<file path="config.mk">
export PLATFORM = sky130hd
export DESIGN_NAME = protobuf_field_tokenizer_core
export DESIGN_NICKNAME = d
export VERILOG_FILES = /design/src/rtl/core/pbft_pkg.sv /design/src/rtl/core/pbft_varint.sv /design/src/rtl/core/pbft_parser.sv /design/src/rtl/core/pbft_out_buf.sv /design/src/rtl/core/protobuf_field_tokenizer_core.sv
export SDC_FILE = /design/constraint.sdc
export NUM_CORES = 1
export LEC_CHECK = 0
export ABC_AREA = 1
export BUFFER_PORTS_ARGS = -buffer_cell sky130_fd_sc_hd__buf_2
export CORE_MARGIN = 5
export CORE_UTILIZATION = 40
export DETAILED_ROUTE_END_ITERATION = 16
export PLACE_DENSITY = 0.7
export SLEW_MARGIN = 20
export SYNTH_ARGS = -nofsm -noshare
export SYNTH_HDL_FRONTEND = slang
export SYNTH_HIERARCHICAL = 1
export SYNTH_SLANG_ARGS = --single-unit
</file>
<file path="constraint.sdc">
create_clock -name aclk -period 7.9 [get_ports aclk]
set_input_delay 1.58 -clock aclk [delete_from_list [all_inputs] [get_ports aclk]]
set_output_delay 1.58 -clock aclk [all_outputs]
set_load 0.02 [all_outputs]
</file>
<file path="src/rtl/core/pbft_pkg.sv">
// ----------------------------------------------------------------------------
// pbft_pkg: shared types and constants of the protobuf field tokenizer
// Holds the buffer capacity, derived widths, parse phases, wire type codes
// and the request structs of the input and result channels.
// ----------------------------------------------------------------------------
`default_nettype none

package pbft_pkg;

    // Largest buffer the tokenizer accepts, in bytes.
    localparam int MAX_BUFFER_BYTES = 4096;

    // Width of a byte index that can also hold MAX_BUFFER_BYTES itself.
    localparam int POS_W = $clog2(MAX_BUFFER_BYTES + 1);

    // Longest varint, in bytes, and the last legal shift step.
    localparam int VARINT_MAX_BYTES = 10;
    localparam logic [3:0] VARINT_LAST_STEP = 4'(VARINT_MAX_BYTES - 1);

    // Fixed body sizes.
    localparam logic [3:0] FIXED64_BYTES = 4'd8;
    localparam logic [3:0] FIXED32_BYTES = 4'd4;

    // Wire type codes.
    localparam logic [2:0] WT_VARINT  = 3'd0;
    localparam logic [2:0] WT_FIXED64 = 3'd1;
    localparam logic [2:0] WT_LEN     = 3'd2;
    localparam logic [2:0] WT_FIXED32 = 3'd5;

    typedef enum logic [2:0] {
        PH_TAG,
        PH_VARVAL,
        PH_LENVAR,
        PH_FIXED,
        PH_BODY
    } phase_t;

    typedef struct packed {
        logic [7:0] data_byte;
        logic       last_byte;
    } in_t;

    typedef struct packed {
        logic [31:0] field_number;
        logic [2:0]  wire_type;
        logic [63:0] field_value;
        logic [11:0] data_offset;
        logic [12:0] data_length;
        logic        malformed;
        logic        buffer_end;
    } out_t;

endpackage

`default_nettype wire

</file>
<file path="src/rtl/core/pbft_varint.sv">
// ----------------------------------------------------------------------------
// pbft_varint: one step of varint accumulation
// Merges the low seven bits of a byte into the accumulator at the current
// step and flags the final byte and an overlong varint.
// ----------------------------------------------------------------------------
`default_nettype none

module pbft_varint (
    input  wire logic [63:0] accum,
    input  wire logic [3:0]  step,
    input  wire logic [7:0]  data_byte,
    output logic      [63:0] accum_next,
    output logic      [3:0]  step_next,
    output logic             done,
    output logic             overlong
);

    logic [6:0] bit_shift;

    // step * 7; bits that land above bit 63 are simply lost.
    assign bit_shift = {step, 3'b000} - {3'b000, step};

    always_comb begin
        accum_next = accum;
        if (bit_shift < 7'd64) begin
            accum_next = accum | (64'(data_byte[6:0]) << bit_shift[5:0]);
        end
        done      = !data_byte[7];
        overlong  = data_byte[7] && (step >= pbft_pkg::VARINT_LAST_STEP);
        step_next = step + 4'd1;
    end

endmodule

`default_nettype wire

</file>
<file path="src/rtl/core/pbft_parser.sv">
// ----------------------------------------------------------------------------
// pbft_parser: field parse state and per-byte decode
// Holds the parse state and turns each accepted byte into at most one
// field or error record.
// ----------------------------------------------------------------------------
`default_nettype none

module pbft_parser (
    input  wire logic           aclk,
    input  wire logic           aresetn,
    input  wire logic           accept,
    input  wire pbft_pkg::in_t  in_data,
    output logic                res_valid,
    output pbft_pkg::out_t      res_data
);

    localparam int PW = pbft_pkg::POS_W;
    localparam logic [PW-1:0] MAX_POS = PW'(pbft_pkg::MAX_BUFFER_BYTES);

    pbft_pkg::phase_t phase_reg, phase_next;
    logic [63:0]      accum_reg, accum_next;
    logic [3:0]       shift_reg, shift_next;
    logic [31:0]      number_reg, number_next;
    logic [2:0]       wire_reg, wire_next;
    logic [PW-1:0]    remain_reg, remain_next;
    logic [PW-1:0]    pos_reg, pos_next;
    logic [PW-1:0]    start_reg, start_next;
    logic             drop_reg, drop_next;

    logic [63:0] vi_accum;
    logic [3:0]  vi_step;
    logic        vi_done;
    logic        vi_overlong;

    pbft_varint u_varint (
        .accum      (accum_reg),
        .step       (shift_reg),
        .data_byte  (in_data.data_byte),
        .accum_next (vi_accum),
        .step_next  (vi_step),
        .done       (vi_done),
        .overlong   (vi_overlong)
    );

    logic [PW-1:0] idx_inc;
    logic [PW-1:0] room;
    logic [PW-1:0] remain_dec;
    logic [PW-1:0] fixed_len;
    logic [63:0]   fixed_accum;
    logic [31:0]   tag_number;
    logic [2:0]    tag_wire;
    logic          last;
    logic          do_emit;
    logic          bad;
    logic          fell_through;

    assign last       = in_data.last_byte;
    assign idx_inc    = pos_reg + PW'(1);
    assign room       = MAX_POS - idx_inc;
    assign remain_dec = (remain_reg != '0) ? remain_reg - PW'(1) : remain_reg;
    assign tag_number = vi_accum[34:3];
    assign tag_wire   = vi_accum[2:0];
    assign fixed_len  = (vi_accum[2:0] == pbft_pkg::WT_FIXED64) ?
                        PW'(pbft_pkg::FIXED64_BYTES) : PW'(pbft_pkg::FIXED32_BYTES);

    always_comb begin
        fixed_accum = accum_reg;
        if (shift_reg < 4'd8) begin
            fixed_accum = accum_reg | (64'(in_data.data_byte) << {shift_reg[2:0], 3'b000});
        end
    end

    always_comb begin
        phase_next   = phase_reg;
        accum_next   = accum_reg;
        shift_next   = shift_reg;
        number_next  = number_reg;
        wire_next    = wire_reg;
        remain_next  = remain_reg;
        pos_next     = pos_reg;
        start_next   = start_reg;
        drop_next    = drop_reg;
        do_emit      = 1'b0;
        bad          = 1'b0;
        fell_through = 1'b0;
        res_data     = '0;

        if (accept) begin
            if (drop_reg) begin
                if (last) begin
                    phase_next  = pbft_pkg::PH_TAG;
                    accum_next  = '0;
                    shift_next  = '0;
                    remain_next = '0;
                    pos_next    = '0;
                    drop_next   = 1'b0;
                end
            end else if (pos_reg >= MAX_POS) begin
                do_emit = 1'b1;
                bad     = 1'b1;
            end else begin
                pos_next = idx_inc;
                unique case (phase_reg)
                    pbft_pkg::PH_TAG: begin
                        accum_next = vi_accum;
                        shift_next = vi_step;
                        if (vi_overlong) begin
                            do_emit = 1'b1;
                            bad     = 1'b1;
                        end else if (vi_done) begin
                            number_next = tag_number;
                            wire_next   = tag_wire;
                            accum_next  = '0;
                            shift_next  = '0;
                            start_next  = idx_inc;
                            if (tag_number == '0 || last) begin
                                do_emit = 1'b1;
                                bad     = 1'b1;
                            end else if (tag_wire == pbft_pkg::WT_VARINT) begin
                                phase_next = pbft_pkg::PH_VARVAL;
                            end else if (tag_wire == pbft_pkg::WT_LEN) begin
                                phase_next = pbft_pkg::PH_LENVAR;
                            end else if (tag_wire == pbft_pkg::WT_FIXED64 ||
                                         tag_wire == pbft_pkg::WT_FIXED32) begin
                                if (room < fixed_len) begin
                                    do_emit = 1'b1;
                                    bad     = 1'b1;
                                end else begin
                                    remain_next = fixed_len;
                                    phase_next  = pbft_pkg::PH_FIXED;
                                end
                            end else begin
                                do_emit = 1'b1;
                                bad     = 1'b1;
                            end
                        end else begin
                            fell_through = 1'b1;
                        end
                    end
                    pbft_pkg::PH_VARVAL: begin
                        accum_next = vi_accum;
                        shift_next = vi_step;
                        if (vi_overlong) begin
                            do_emit = 1'b1;
                            bad     = 1'b1;
                        end else if (vi_done) begin
                            do_emit                = 1'b1;
                            res_data.field_number  = number_reg;
                            res_data.wire_type     = pbft_pkg::WT_VARINT;
                            res_data.field_value   = vi_accum;
                            res_data.data_offset   = 12'(start_reg);
                        end else begin
                            fell_through = 1'b1;
                        end
                    end
                    pbft_pkg::PH_LENVAR: begin
                        accum_next = vi_accum;
                        shift_next = vi_step;
                        if (vi_overlong) begin
                            do_emit = 1'b1;
                            bad     = 1'b1;
                        end else if (vi_done) begin
                            if (vi_accum > 64'(room)) begin
                                do_emit = 1'b1;
                                bad     = 1'b1;
                            end else if (vi_accum == '0) begin
                                do_emit               = 1'b1;
                                res_data.field_number = number_reg;
                                res_data.wire_type    = pbft_pkg::WT_LEN;
                                res_data.data_offset  = 12'(idx_inc);
                            end else if (last) begin
                                do_emit = 1'b1;
                                bad     = 1'b1;
                            end else begin
                                remain_next = vi_accum[PW-1:0];
                                start_next  = idx_inc;
                                phase_next  = pbft_pkg::PH_BODY;
                            end
                        end else begin
                            fell_through = 1'b1;
                        end
                    end
                    pbft_pkg::PH_FIXED: begin
                        accum_next  = fixed_accum;
                        shift_next  = shift_reg + 4'd1;
                        remain_next = remain_dec;
                        if (remain_dec == '0) begin
                            do_emit               = 1'b1;
                            res_data.field_number = number_reg;
                            res_data.wire_type    = wire_reg;
                            res_data.field_value  = fixed_accum;
                            res_data.data_offset  = 12'(start_reg);
                            res_data.data_length  = (wire_reg == pbft_pkg::WT_FIXED64) ?
                                13'(pbft_pkg::FIXED64_BYTES) : 13'(pbft_pkg::FIXED32_BYTES);
                        end else begin
                            fell_through = 1'b1;
                        end
                    end
                    pbft_pkg::PH_BODY: begin
                        remain_next = remain_dec;
                        if (remain_dec == '0) begin
                            do_emit               = 1'b1;
                            res_data.field_number = number_reg;
                            res_data.wire_type    = pbft_pkg::WT_LEN;
                            res_data.data_offset  = 12'(start_reg);
                            res_data.data_length  = 13'(idx_inc - start_reg);
                        end else begin
                            fell_through = 1'b1;
                        end
                    end
                    default: begin
                        do_emit = 1'b1;
                        bad     = 1'b1;
                    end
                endcase

                // A field still open on the last byte is a truncated buffer.
                if (fell_through && last) begin
                    do_emit = 1'b1;
                    bad     = 1'b1;
                end
            end

            if (do_emit) begin
                if (bad) begin
                    res_data.field_number = '0;
                    res_data.wire_type    = '0;
                    res_data.field_value  = '0;
                    res_data.data_offset  = '0;
                    res_data.data_length  = '0;
                end
                res_data.malformed  = bad;
                res_data.buffer_end = last;
                phase_next  = pbft_pkg::PH_TAG;
                accum_next  = '0;
                shift_next  = '0;
                remain_next = '0;
                if (last) begin
                    pos_next  = '0;
                    drop_next = 1'b0;
                end else begin
                    drop_next = bad;
                end
            end
        end

        res_valid = do_emit;
    end

    always_ff @(posedge aclk) begin
        if (!aresetn) begin
            phase_reg  <= pbft_pkg::PH_TAG;
            accum_reg  <= '0;
            shift_reg  <= '0;
            number_reg <= '0;
            wire_reg   <= '0;
            remain_reg <= '0;
            pos_reg    <= '0;
            start_reg  <= '0;
            drop_reg   <= 1'b0;
        end else begin
            phase_reg  <= phase_next;
            accum_reg  <= accum_next;
            shift_reg  <= shift_next;
            number_reg <= number_next;
            wire_reg   <= wire_next;
            remain_reg <= remain_next;
            pos_reg    <= pos_next;
            start_reg  <= start_next;
            drop_reg   <= drop_next;
        end
    end

endmodule

`default_nettype wire

</file>
<file path="src/rtl/core/pbft_out_buf.sv">
// ----------------------------------------------------------------------------
// pbft_out_buf: result register with skid stage
// Holds finished records until the consumer takes them, with one spare
// entry so that the input side keeps flowing while the output stalls.
// ----------------------------------------------------------------------------
`default_nettype none

module pbft_out_buf (
    input  wire logic            aclk,
    input  wire logic            aresetn,
    input  wire logic            push,
    input  wire pbft_pkg::out_t  push_data,
    output logic                 has_room,
    output logic                 m_valid,
    input  wire logic            m_ready,
    output pbft_pkg::out_t       m_data
);

    logic           main_valid_reg, main_valid_next;
    logic           skid_valid_reg, skid_valid_next;
    pbft_pkg::out_t main_data_reg, main_data_next;
    pbft_pkg::out_t skid_data_reg, skid_data_next;

    assign has_room = !skid_valid_reg;
    assign m_valid  = main_valid_reg;
    assign m_data   = main_data_reg;

    always_comb begin
        main_valid_next = main_valid_reg;
        skid_valid_next = skid_valid_reg;
        main_data_next  = main_data_reg;
        skid_data_next  = skid_data_reg;
        if (!main_valid_reg || m_ready) begin
            if (skid_valid_reg) begin
                main_valid_next = 1'b1;
                main_data_next  = skid_data_reg;
                skid_valid_next = push;
                skid_data_next  = push_data;
            end else begin
                main_valid_next = push;
                main_data_next  = push_data;
            end
        end else if (push) begin
            skid_valid_next = 1'b1;
            skid_data_next  = push_data;
        end
    end

    always_ff @(posedge aclk) begin
        if (!aresetn) begin
            main_valid_reg <= 1'b0;
            skid_valid_reg <= 1'b0;
        end else begin
            main_valid_reg <= main_valid_next;
            skid_valid_reg <= skid_valid_next;
        end
        main_data_reg <= main_data_next;
        skid_data_reg <= skid_data_next;
    end

endmodule

`default_nettype wire

</file>
<file path="src/rtl/core/protobuf_field_tokenizer_core.sv">
// ----------------------------------------------------------------------------
// protobuf_field_tokenizer_core: streaming protobuf wire-format tokenizer
// Takes an encoded buffer one byte per request and returns one record for
// each completed field, or one error record for a malformed buffer.
// ----------------------------------------------------------------------------
//
//   Channel   Direction  Request contents
//   s_        in         one buffer byte and a flag on the buffer's last byte
//   m_        out        field number, wire type, value, offset, length, flags
//
// A byte is decoded in the cycle it is accepted, and its record, if any, is
// in the result buffer on the next cycle, so the core takes one byte per
// cycle. The parse state registers and a two-entry result buffer set that
// figure; it holds unless both result entries are full, when s_ready drops.
// Reset is synchronous and active low; it returns the parser to awaiting a
// tag at buffer offset zero and empties the result buffer.
// ----------------------------------------------------------------------------
`default_nettype none

module protobuf_field_tokenizer_core (
    input  wire logic            aclk,
    input  wire logic            aresetn,
    input  wire logic            s_valid,
    output logic                 s_ready,
    input  wire pbft_pkg::in_t   s_payload,
    output logic                 m_valid,
    input  wire logic            m_ready,
    output pbft_pkg::out_t       m_payload
);

    logic           accept;
    logic           res_valid;
    pbft_pkg::out_t res_data;
    logic           has_room;

    // A byte may enter whenever a spare result entry exists, since each
    // byte yields at most one record.
    assign s_ready = has_room;
    assign accept  = s_valid && has_room;

    pbft_parser u_parser (
        .aclk      (aclk),
        .aresetn   (aresetn),
        .accept    (accept),
        .in_data   (s_payload),
        .res_valid (res_valid),
        .res_data  (res_data)
    );

    pbft_out_buf u_out_buf (
        .aclk      (aclk),
        .aresetn   (aresetn),
        .push      (res_valid),
        .push_data (res_data),
        .has_room  (has_room),
        .m_valid   (m_valid),
        .m_ready   (m_ready),
        .m_data    (m_payload)
    );

endmodule

`default_nettype wire
</file>
Word-level counts from Yosys, hierarchy flattened
Cells that the tools add are included.
{"block": "word_totals", "wordCells": 246, "inputBits": 13, "out_inout_bits": 128, "regBits": 400}
{"block": "op_classes", "n_eq_ne": 32, "n_mux": 138, "n_reduce_logical": 31, "shifts": 2, "addsub": 6, "magnitude_cmp": 6, "bitwise": 6}
{"op": "$mux W126", "count": 6}
{"op": "$mux W64", "count": 8}
{"op": "$mux W124", "count": 4}
{"op": "$mux W13", "count": 29}
{"op": "$mux W111", "count": 2}
{"op": "$pmux W64 S3", "count": 1}
{"op": "$mux W35", "count": 5}
{"op": "$pmux W35 S4", "count": 1}
{"op": "$or A64 B64 Y64", "count": 2}
{"op": "$pmux W64 S2", "count": 1}
{"op": "$gt A64 B13 Y1", "count": 1}
{"op": "$logic_not A64 Y1", "count": 1}
{"op": "$shl A7 B6 Y64", "count": 1}
{"op": "$shl A8 B6 Y64", "count": 1}
{"op": "$pmux W13 S2", "count": 2}
{"op": "$mux W12", "count": 4}
{"op": "$mux W3", "count": 16}
{"op": "$pmux W12 S4", "count": 1}
{"op": "$mux W1", "count": 43}
{"op": "$pmux W13 S3", "count": 1}
{"op": "$logic_not A32 Y1", "count": 1}
{"op": "$mux W4", "count": 8}
{"op": "$mux W25", "count": 1}
{"op": "$ne A4 B3 Y1 const B", "count": 6}
{"op": "other kinds (44)", "count": 75}

Longest topological paths before layout
{"block": "logic_depth", "ltp_word": 24, "mapped_depth": 37, "depth_no_buf": 35}

Hierarchy
Netlist, hierarchy kept.
{"module": "pbft_parser", "area_each_um2": 10951.8, "seq_area_each_um2": 2922.8, "cells_per_inst": 1827, "instances": 1}
{"module": "pbft_out_buf", "area_each_um2": 9250.1, "seq_area_each_um2": 7607.3, "cells_per_inst": 673, "instances": 1}
{"module": "pbft_varint", "area_each_um2": 1722.9, "seq_area_each_um2": 0.0, "cells_per_inst": 335, "instances": 1}
{"module": "protobuf_field_tokenizer_core", "area_each_um2": 7.5, "seq_area_each_um2": 0.0, "cells_per_inst": 2, "instances": 1}

Least setup slack after synthesis
No wires, ideal clock.
{"block": "synth_timing", "path_kind": "input to register", "start": "input port m_ready", "end": "register u_out_buf/skid_data_reg[0] (netlist bit), enable pin", "path_buffers": 0, "setup_time_ns": 0.496, "arrival_ns": 7.297, "path_slack_ns": 0.107, "cell_stages": 3, "t_required_ns": 7.404, "path_cell_list": "inv_1 nand2_1 o21a_1"}
{"block": "synth_via", "elab_chain_len": 3, "word_cells_on_any_way": 4, "classes_between": "1 x eq/ne; 3 x reduce/logical"}
{"element": "start: declaration", "line": "protobuf_field_tokenizer_core.sv:27", "rtl": "input wire logic m_ready,"}
{"element": "$logic_or A1 B1 Y1 *", "line": "pbft_out_buf.sv:33", "rtl": "if (!main_valid_reg || m_ready) begin"}
{"element": "$ne A2 B1 Y1 (no line) / $reduce_bool A2 Y1 (equally long branches)"}
{"element": "$reduce_and A2 Y1 (no line) *"}
{"element": "end signal: assignment", "line": "pbft_out_buf.sv:58", "rtl": "skid_data_reg <= skid_data_next;"}
{"element": "end: declaration", "line": "pbft_out_buf.sv:22", "rtl": "pbft_pkg::out_t skid_data_reg, skid_data_next;"}
Mark *: on every way between the ends. The rest lies on a longest branch, timed or not.
A chain may end at the register's enable or synchronous reset.

==> impl_metrics.env <==
export IMPL_post_route_drc_count=0
export IMPL_ios=141
export IMPL_path_depth=24
export IMPL_start_util=0.406
export IMPL_cts_max_path_buffers=3
export IMPL_drt_first_pass_iters=6
export IMPL_overflow=0
export IMPL_rsz0062_at_grt="no"
export IMPL_final_hold_viol_count=0
export IMPL_synth_top_family_by_area="simple AND/OR/NAND/NOR gates"
export IMPL_ctsResizeCount=0
export IMPL_clock_fmax_mhz=155
export IMPL_power_total_w=0.00901
export IMPL_vias=20000
export IMPL_p_leak_nw=10.2
export IMPL_fill_cells=5337
export IMPL_synthSimpleGateAreaFrac=0.271
export IMPL_dp_cells=3536
export IMPL_antenna_left=0
export IMPL_cp_buffers_inverters=3
export IMPL_routed_wl_um=68400
export IMPL_drtIter0Drc=2332
export IMPL_worstHoldStart="u_parser/accum_reg[22]"
export IMPL_drive_above_1_share=0.106
export IMPL_track_usage=0.220
export IMPL_num_rows=85
export IMPL_r2r_worst_path_cells=24
export IMPL_drv_slew=0
export IMPL_num_antenna_cells=0
export IMPL_synth_nets=2885
export IMPL_final_common_cell="nand2_1"
export IMPL_critical_path_class="reg -> reg"
export IMPL_yosys_warnings=6
export IMPL_synth_yosys_seq_area_share=0.480
export IMPL_ys_flop_type="edfxtp_1"
export IMPL_crit_chain="inv_1, ha_1, nand3_2, nand2_1, nand2_1, nand2_1, nand3_1, o21bai_1, inv_1, nand4_1, nor3_1, nand3_1, nor3_1, nand3_1, nor2_1, nand2_1, nand2_1, nand4_1, nand2_1, buf_4, nand2_1, nor2_1, nand2_1, nand2_1"
export IMPL_place_gp_congestion=0.995
export IMPL_cp_startpoint="u_parser/shift_reg[1]"
export IMPL_fin_crit_sh=0.815
export IMPL_die_height_um=244
export IMPL_holdPathStages=2
export IMPL_relSlewSlack=0.353
export IMPL_startpoint_type="register"
export IMPL_clock_skew_ns=0.0162
export IMPL_worst_path_max_fanout=32
export IMPL_r2r_slack_ns=1.46
export IMPL_wl_per_cell_um=18.9
export IMPL_antenna_found_initial=1
export IMPL_arrival_ns=6.88
export IMPL_avgSynthCellArea_sq_um=7.73
export IMPL_whs_ns=0.482
export IMPL_finalSetupViolCount=0
export IMPL_whs_endpoint="u_parser/accum_reg[22]"
export IMPL_crit_family="simple AND/OR/NAND/NOR gates"
export IMPL_max_stage_delay_ns=0.79
export IMPL_worst_slack_ns=1.46
export IMPL_max_cap_viol_count=0
export IMPL_synthMuxAreaShare=0
export IMPL_synth_adder_area_share=0.0203
export IMPL_fin_crit_ns=6.44
export IMPL_tns_ns=0
export IMPL_area_growth_pct=11.9
export IMPL_clkTransAtPathRegs_ns=0.07
export IMPL_crit_top_cell="nand2_1"
export IMPL_vias_per_cell=5.54
export IMPL_cts_hold_buffers=0
export IMPL_worstReg2RegEnd="u_out_buf/m_data[101]"
export IMPL_synth_cells=2837
export IMPL_instances_no_fill=3617
export IMPL_hold_path_class="reg -> reg"
export IMPL_synth_compound_area_share=0.137
export IMPL_dieArea_sq_um=59600
export IMPL_synth_edff_count=252
export IMPL_port_buffers=140
export IMPL_rr_startpoint="u_parser/shift_reg[1]"
export IMPL_layout_nets=2934
export IMPL_mostFrequentLayoutCells="757 x nand2_1, 293 x nor2_1, 293 x a21oi_1, 252 x inv_1, 252 x edfxtp_1"
export IMPL_vdd_drop_max_v=0.000181
export IMPL_die_w_um=244
export IMPL_synth_xor_area_frac=0.00719
export IMPL_p_per_area_nw_per_um2=367
export IMPL_synthesis_area_sq_um=21900
export IMPL_grt_pass1_wl_um=106000
export IMPL_hpwl_um=46900
export IMPL_async_flop_share=0
export IMPL_cts_htree_levels=2
export IMPL_synth_ff_latch_count=400
export IMPL_outcome="finished clean"
export IMPL_cts_tree="done"
export IMPL_cts_buffers=44
export IMPL_dp_slack_ns=1.73
export IMPL_grt_start_max_net_pins=78
export IMPL_ys_types=55
export IMPL_clk_latency_ns=0.58
export IMPL_core_area_sq_um=54000
export IMPL_clock_root_buffer="clkbuf_16"
export IMPL_grt_pass1_vias=18100
export IMPL_worstPathRequired_ns=8.34
export IMPL_end_kind="register"
export IMPL_cts_post_setup_buffers_inserted=0
export IMPL_cpMaxStageDelayCell="dfxtp_1"
export IMPL_cts_sinks=400
export IMPL_worst_pin_slew_ns=0.969
## worst min-delay path, delay by kind of cell (launching register included)
kind	cells	cell delay [ns]
AND/OR/NAND/NOR	1	0.06
AO/OA/AOI/OAI	1	0.05
flip-flops	1	0.32
## layer usage
metal  share of wire  track usage  vias up
li1                -            -     9590
met1            0.44        0.325     9390
met2            0.44        0.332      960
met3           0.098       0.0435      101
met4           0.023       0.0563        2
met5         0.00019            0        -
## worst max path at each step
stage | endpoint
floorplan | u_out_buf/skid_data_reg[0]
global placement | u_out_buf/skid_data_reg[65]
detailed placement | u_out_buf/skid_data_reg[65]
CTS | u_out_buf/m_data[101]
global route | u_out_buf/m_data[101]
finish | u_out_buf/m_data[101]
## synthesized netlist by cell type, types with 11 or more instances
library cell / instances / share of area
a21oi_1: 293 / 0.067
buf_2: 52 / 0.012
buf_4: 11 / 0.0038
buf_6: 14 / 0.0072
clkbuf_1: 82 / 0.014
dfxtp_1: 148 / 0.14
edfxtp_1: 252 / 0.35
ha_1: 34 / 0.019
inv_1: 253 / 0.043
inv_2: 12 / 0.0021
nand2_1: 758 / 0.13
nand3_1: 170 / 0.039
nand4_1: 31 / 0.0088
nor2_1: 296 / 0.051
nor3_1: 104 / 0.024
o21ai_0: 101 / 0.023
o21bai_1: 19 / 0.0065
o22ai_1: 86 / 0.025
xor2_1: 15 / 0.0060
## where the power goes
group	total, W	internal (W)	leakage [nW]	switching (W)
combinational	0.00399	0.00101	5.60	0.00299
clock	0.00224	0.00136	0.756	0.000886
sequential	0.00278	0.00259	3.89	0.000181
## cell families (layout without fill, tap and decap cells)
kind of cell,Yosys count,after routing
buffers and inverters,435,519
AND/OR/NAND/NOR,1409,1409
XOR/XNOR,18,18
adder cells (fa/ha/maj),35,35
flip-flops,400,400
AO/OA/AOI/OAI,540,540
## through the flow
step            util  cell area (sq um)
2_1_floorplan      -              21900
3_3_place_gp   0.425              23000
3_5_place_dp   0.425              23000
4_1_cts        0.454              24500
5_1_grt        0.454              24500
6_report       0.454              24500
## cell type report
type	instances	area [sq um]	area share
Sequential cell	400	10500	0.429
Timing Repair Buffer	165	926	0.0377
Tap cell	696	871	0.0355
Multi-Input combinational cell	2002	9620	0.392
Clock buffer	49	1120	0.0456
Inverter	273	1030	0.0420
Clock inverter	32	445	0.0181
Note: power is estimated with default switching activity, not from simulation.
